### config.mk
export PLATFORM = sky130hd
export DESIGN_NAME = rsi_queue
export DESIGN_NICKNAME = d
export VERILOG_FILES = /design/src/rsi_pkg.sv /design/src/rsi_queue.sv
export SDC_FILE = /design/constraint.sdc
export NUM_CORES = 1
export LEC_CHECK = 0
export ABC_AREA = 1
export BUFFER_PORTS_ARGS = -buffer_cell sky130_fd_sc_hd__buf_2
export CAP_MARGIN = 10
export CORE_UTILIZATION = 55
export DETAILED_ROUTE_END_ITERATION = 10
export GPL_TIMING_DRIVEN = 0
export HOLD_SLACK_MARGIN = 0.15
export PLACE_DENSITY_LB_ADDON = 0.08
export RECOVER_POWER = 50
export SLEW_MARGIN = 40
export SYNTH_ARGS = -nofsm -noshare
export SYNTH_HDL_FRONTEND = slang
export SYNTH_SLANG_ARGS = --single-unit
export TNS_END_PERCENT = 5
### constraint.sdc
create_clock -name i_clk -period 5.15 [get_ports i_clk]
set_input_delay 0 -clock i_clk [delete_from_list [all_inputs] [get_ports i_clk]]
set_output_delay 0 -clock i_clk [all_outputs]
set_load 0.05 [all_outputs]
### src/rsi_pkg.sv
// Shared widths, field positions and payload types of the ray/segment intersection block.
package rsi_pkg;

    localparam int COORD_BITS = 16;

    // Differences of two coordinates need one more bit.
    localparam int DIFF_W  = COORD_BITS + 1;
    localparam int PROD_W  = 2 * DIFF_W;
    localparam int CROSS_W = PROD_W + 1;
    localparam int MAG_W   = CROSS_W;
    localparam int QUO_W   = DIFF_W;
    localparam int NUM_W   = MAG_W + QUO_W;

    localparam int IN_FIELDS  = 8;
    localparam int IN_DATA_W  = ((IN_FIELDS * COORD_BITS + 7) / 8) * 8;
    localparam int OUT_DATA_W = ((2 * COORD_BITS + 7) / 8) * 8;
    localparam int OUT_USER_W = 2;

    localparam int USER_HIT      = 0;
    localparam int USER_PARALLEL = 1;

    localparam int QUEUE_DEPTH = 4;
    localparam int QPTR_W      = $clog2(QUEUE_DEPTH);
    localparam int QCNT_W      = $clog2(QUEUE_DEPTH + 1);

    typedef logic signed [COORD_BITS-1:0] t_coord;

    typedef struct packed {
        t_coord ray_src_x;
        t_coord ray_src_y;
        t_coord ray_dir_x;
        t_coord ray_dir_y;
        t_coord seg_start_x;
        t_coord seg_start_y;
        t_coord seg_end_x;
        t_coord seg_end_y;
    } t_item;

    // Classified test, waiting in the queue for the divide.
    typedef struct packed {
        logic              hit;
        logic              parallel;
        logic [MAG_W-1:0]  un_mag;
        logic [MAG_W-1:0]  det_mag;
        logic [QUO_W-1:0]  smag_x;
        logic [QUO_W-1:0]  smag_y;
        logic              neg_x;
        logic              neg_y;
        t_coord            start_x;
        t_coord            start_y;
    } t_job;

    typedef struct packed {
        logic valid;
        logic full;
    } t_qstat;

    typedef struct packed {
        logic   hit;
        logic   parallel;
        t_coord cross_x;
        t_coord cross_y;
    } t_result;

endpackage

### src/rsi_queue.sv
// Short first-in first-out queue of classified tests between front and back end.
module rsi_queue (
    input  logic            i_clk,
    input  logic            i_rst_n,
    input  logic            i_push,
    input  rsi_pkg::t_job   i_job,
    input  logic            i_pop,
    output rsi_pkg::t_job   o_job,
    output rsi_pkg::t_qstat o_stat
);
    import rsi_pkg::*;

    function automatic logic [QPTR_W-1:0] next_ptr(input logic [QPTR_W-1:0] p);
        next_ptr = (p == QPTR_W'(QUEUE_DEPTH - 1)) ? '0 : p + 1'b1;
    endfunction

    t_job              r_mem [QUEUE_DEPTH];
    logic [QPTR_W-1:0] r_wr, r_rd;
    logic [QCNT_W-1:0] r_cnt;

    assign o_stat.valid = (r_cnt != '0);
    assign o_stat.full  = (r_cnt == QCNT_W'(QUEUE_DEPTH));
    assign o_job        = r_mem[r_rd];

    always_ff @(posedge i_clk) begin
        if (!i_rst_n) begin
            r_wr  <= '0;
            r_rd  <= '0;
            r_cnt <= '0;
        end else begin
            if (i_push) begin
                r_wr <= next_ptr(r_wr);
            end
            if (i_pop) begin
                r_rd <= next_ptr(r_rd);
            end
            case ({i_push, i_pop})
                2'b10:   r_cnt <= r_cnt + 1'b1;
                2'b01:   r_cnt <= r_cnt - 1'b1;
                default: r_cnt <= r_cnt;
            endcase
        end
    end

    always_ff @(posedge i_clk) begin
        if (i_push) begin
            r_mem[r_wr] <= i_job;
        end
    end

endmodule

# After elaboration in Yosys (flattened, before gate mapping)
# Memories as Yosys holds them, arrays and structs flattened. A register that Yosys moved wholly into a read port is not among the register bits.
# Cells that the tools add are included.
[totals]
ff_bits = 7
ram_bits = 560
input_bits = 144
out_inout_bits = 142
word_cells = 22
n_memories = 1
[memory_table]
columns = ["memory", "words", "word_bits", "read_ports", "rd_clocked_by_memory_dff", "wr", "line", "rtl"]
rows = [
  ["r_mem", 4, 140, 1, 1, 1, "rsi_queue.sv:17", "t_job r_mem [QUEUE_DEPTH];"],
]
[op_classes]
n_addsub = 4
eq_ne = 5
n_mux = 7
n_reduce_logical = 2
[ops]
columns = ["operator", "n"]
rows = [
  ["$mux 2", 4],
  ["$eq 2x2->1 const B", 3],
  ["$pmux 3 s2", 1],
  ["$add 2x1->2 const B", 2],
  ["$add 3x1->3 const B", 1],
  ["$eq 3x3->1 const B", 1],
  ["$reduce_bool 3->1", 1],
  ["$sub 3x1->3 const B", 1],
  ["$eq 2x1->1 const B", 1],
  ["$mux 1", 2],
  ["$reduce_bool 2->1", 1],
]

# Depth between registers and ports, before layout
[depth]
depth_word = 4
mapped_depth = 8
mapped_depth_nobuf = 8

# Worst setup path after synthesis
# Ideal clock, no wire load.
[synth_timing]
path_kind = "flip-flop to flip-flop"
start = "register r_wr[0]"
end = "memory r_mem[2][0] (netlist bit) (enable)"
setup_ps = 493
arrival_time_ps = 3273
t_required_ps = 4657
slack_ps = 1384
path_stages_with_launch = 5
period_less_slack_ps = 3766
path_cell_list = "dfxtp_1 inv_1 ha_1 nand2_1 inv_1"
[synth_rtl]
columns = ["item", "line", "rtl"]
rows = [
  ["from (decl)", "rsi_queue.sv:18", "logic [QPTR_W-1:0] r_wr, r_rd;"],
  ["from (signal assigned)", "rsi_queue.sv:32", "r_wr <= next_ptr(r_wr);"],
  ["to (decl)", "rsi_queue.sv:17", ""],
]
# Straight into the memory's write port.

# Final worst setup path
[layout_timing]
start = "register r_wr[1]"
end = "memory r_mem[1][65] (netlist bit) (enable)"
# Straight into the memory's write port.

==> impl_summary.log <==
[metrics] outcome: finished with violations
[metrics] violations in the final reports: max-capacitance violations, max-slew violations
[metrics] Max-cap violations: 3
[metrics] via-per-instance ratio: 5.46
[metrics] clock buffer count from CTS: 55
[metrics] post-synthesis to final-layout area growth: 27.4%
[metrics] Boundary Pins: 286
[metrics] smallest hold slack: 223 ps
[metrics] TritonCTS Sinks: between 500 and 600
[metrics] total of buffers placed on input and output ports: approximately 290
[metrics] syn_nets: 1565
[metrics] worst hold-check path type: primary input to register
[metrics] Detailed Place HPWL: between 20000 and 30000 µm
[metrics] top cells by area in the synthesized netlist: sky130_fd_sc_hd__edfxtp_1 (79%), sky130_fd_sc_hd__o21ai_0 (5.3%), sky130_fd_sc_hd__nor2_1 (5.2%)
[metrics] Slew Limit Fails: 93
[metrics] synthesized area: ~21000 µm²
[metrics] count of buffers added by post-CTS timing repair for setup: 0
[metrics] Finish-stage setup viols: 0
[metrics] starting density of the core: between 50% and 60%
[metrics] number of cells in the design after placement: ~2200
[metrics] floorplan row count: between 70 and 80
[metrics] DR WL/cell: just over 20 µm
[metrics] data required time of the worst path: approximately 5400 ps
[metrics] clk root buf: sky130_fd_sc_hd__clkbuf_16
[metrics] core region area: roughly 38000 µm²
[metrics] first-iteration detailed-routing DRC count: ~860
[metrics] DIE AREA: 39300 µm²
[metrics] share of final-layout standard cells stronger than drive strength 1: 16.4%
[metrics] Yosys reg bits: roughly 570
[metrics] Compound-Gate Fraction of Synth Area: 10.9%
[metrics] type of destination of the critical path: register
[metrics] worst setup path class: register to register
[metrics] number of H-tree levels: 2
[metrics] Arrival @ worst endpoint: 3870 ps
[metrics] Final Core Density: 71.5%
[metrics] busiest layer in global routing: met2
[metrics] via count of the first global-routing pass: 13700
[metrics] hold violation count in the final report: 0
[metrics] worst-case vdd ir drop: about 0.36 mV
[metrics] total congestion overflow: 0
[metrics] met3 track demand over resource in global routing: between 6 and 7%
[metrics] worst skew pair latency: a little under 600 ps
[metrics] pin count of the biggest net entering global routing: between 60 and 70
[metrics] die outline height: just under 200 µm
[metrics] xor and xnor fraction of the mapped netlist area: less than 1%
[metrics] Filler cells: approximately 2600
[metrics] most frequent cells in the layout: sky130_fd_sc_hd__edfxtp_1 (560), sky130_fd_sc_hd__nor2_1 (291), sky130_fd_sc_hd__o21ai_0 (223)
[metrics] Avg Cell Area, Syn: 15.0 µm²
[metrics] weighted congestion reported at the end of routability-driven placement: 0.767
[metrics] routed via count: ~14000
[metrics] share of synthesized area occupied by flip-flops and latches: 80.2%
[metrics] number of iterations in the first detailed-routing pass: 5
[metrics] dominant combinational cell family by area after synthesis: compound AO/OA/AOI/OAI gates
[metrics] slew at the pin closest to its max-slew limit: slightly below 2000 ps
[metrics] cell count after synthesis: 1414
[metrics] clock slew at reported path FFs: roughly 60 ps
[metrics] Slew HR: -30.0%
[metrics] buffers from clock root to sink, at most: 3
[metrics] met2 Track Usage GR: a little over two fifths
[metrics] final WL: around 51000 µm
[metrics] Max Clock Skew: just under 9 ps
[metrics] met1 global-route usage: between 30% and 40%
[metrics] initial antenna violation count: 6
[metrics] final clock period utilization by the worst path: roughly 70%
[metrics] Synth Area in Simple Gates: 5.43%
[metrics] cell taking the most area after synthesis: sky130_fd_sc_hd__edfxtp_1
[metrics] final critical-path required period: approximately 3600 ps
[metrics] critical path launch point type: register
[metrics] power per cell area: roughly 400 nW/µm²
[metrics] crit path max fanout: 59
[metrics] post-synthesis cell type count: 22
[metrics] fraction of the mapped netlist area in adder cells: less than 1%
[metrics] post-layout net count: about 2100
[metrics] TritonCTS clock tree: yes
[metrics] portion of synthesized cell area occupied by the leading cell type: between 70% and 80%
[metrics] leading cell type in the layout, fill and taps excluded: sky130_fd_sc_hd__edfxtp_1
[metrics] total global-route track usage: between 20% and 30%
[metrics] wire length of the first global-routing pass: 77100 µm
[metrics] total power of the final layout: roughly 11 mW
[metrics] post-route non-filler standard cell count: ~2500
[metrics] unrepaired setup endpoints after global routing: no
[metrics] Static Leakage: between 9 and 10 nW
[metrics] post-detailed-route count of antenna-violating nets: 0
[metrics] count of warnings emitted by yosys: 0
[metrics] multiplexer share of the synthesized area: 0%
[metrics] DRC viols: 0
[metrics] Max Fclk: 0.279 GHz
[metrics] Die W: 198 µm
## power breakdown
part	switching (mW)	total (mW)	internal, mW
sequential	0.0498	5.38	5.33
clock	1.64	3.79	2.15
combinational	1.29	1.74	0.454
total	2.97	10.9	7.94
## area by class of cell
cell class | instances | area, µm² | area share (%)
Antenna cell | 6 | 15.0 | 0.0556
Multi-Input combinational cell | 739 | 3560 | 13.2
Inverter | 15 | 72.6 | 0.269
Sequential cell | 569 | 17000 | 63.0
Clock inverter | 36 | 238 | 0.881
Tap cell | 511 | 639 | 2.37
Clock buffer | 65 | 1460 | 5.40
Buffer | 91 | 572 | 2.12
Timing Repair Buffer | 485 | 3440 | 12.7
## registers in the layout, indices dropped and copies added, names as in the netlist, named ones only
name	cells
r_mem	560
r_rd	2
r_wr	2
r_cnt	3
## through the flow
step	setup WS (ps)	instance area (µm²)	TNS [ps]
2_1_floorplan	1380	21200	0
6_report	1570	27000	0
3_3_place_gp	-840	23300	-430440
4_1_cts	2570	27100	0
5_1_grt	1340	27000	0
3_5_place_dp	3090	23500	0
## critical path, stage by stage, from the launching register on
cell and delay, ps:
sky130_fd_sc_hd__dfxtp_1 360, sky130_fd_sc_hd__inv_1 90, sky130_fd_sc_hd__ha_1 180, sky130_fd_sc_hd__nand2_1 90, sky130_fd_sc_hd__clkinvlp_2 1470, sky130_fd_sc_hd__buf_16 770
sky130_fd_sc_hd__buf_16 270
## kinds of logic (layout without fill, tap and decap cells)
family / count (synthesis) / in the layout
simple gates: 305 / 305
compound gates: 425 / 425
other cells: 0 / 6
flops: 569 / 569
xor+xnor: 2 / 2
buf+inv: 106 / 692
fa+ha+maj: 7 / 7
## layer usage
layer / up-vias / wire, µm
met5: - / 0
met4: 0 / 1420
met3: 102 / 4280
met2: 516 / 25400
met1: 6655 / 20400
li1: 6473 / -
## worst paths after layout
path	start	to	slack (ps)	cells past startpoint
hold reg to reg	r_rd[0]$_SDFFE_PN0P_	r_rd[0]$_SDFFE_PN0P_	520	2
setup / recovery	r_wr[1]$_SDFFE_PN0P_	r_mem[1][65]$_DFFE_PP_	1570	6
setup reg to reg	r_wr[1]$_SDFFE_PN0P_	r_mem[1][65]$_DFFE_PP_	1570	6
hold / removal	i_job[131]	r_mem[0][131]$_DFFE_PP_	220	2
## cells in the mapped netlist
| master | count |
|---|---|
| sky130_fd_sc_hd__buf_6 | 21 |
| sky130_fd_sc_hd__inv_6 | 1 |
| sky130_fd_sc_hd__o21ai_0 | 223 |
| sky130_fd_sc_hd__inv_1 | 13 |
| sky130_fd_sc_hd__buf_8 | 2 |
| sky130_fd_sc_hd__edfxtp_1 | 560 |
| sky130_fd_sc_hd__o21ai_1 | 60 |
| sky130_fd_sc_hd__clkbuf_1 | 34 |
| sky130_fd_sc_hd__nand2_1 | 11 |
| sky130_fd_sc_hd__buf_4 | 3 |
| sky130_fd_sc_hd__ha_1 | 6 |
| sky130_fd_sc_hd__nor3_1 | 2 |
| sky130_fd_sc_hd__buf_2 | 31 |
| sky130_fd_sc_hd__nor2_1 | 291 |
| sky130_fd_sc_hd__inv_2 | 1 |
| sky130_fd_sc_hd__a21oi_1 | 2 |
| sky130_fd_sc_hd__xor2_1 | 1 |
| sky130_fd_sc_hd__nand4_1 | 1 |
| sky130_fd_sc_hd__xnor2_1 | 1 |
| sky130_fd_sc_hd__o22ai_1 | 140 |
| sky130_fd_sc_hd__dfxtp_1 | 9 |
| sky130_fd_sc_hd__fa_1 | 1 |
## timing repair
item	4_1_cts	5_1_grt
hold endpoints to repair	700	0
resized for setup	0	0
hold buffers	192	0
Note: power is estimated with default switching activity, not from simulation.
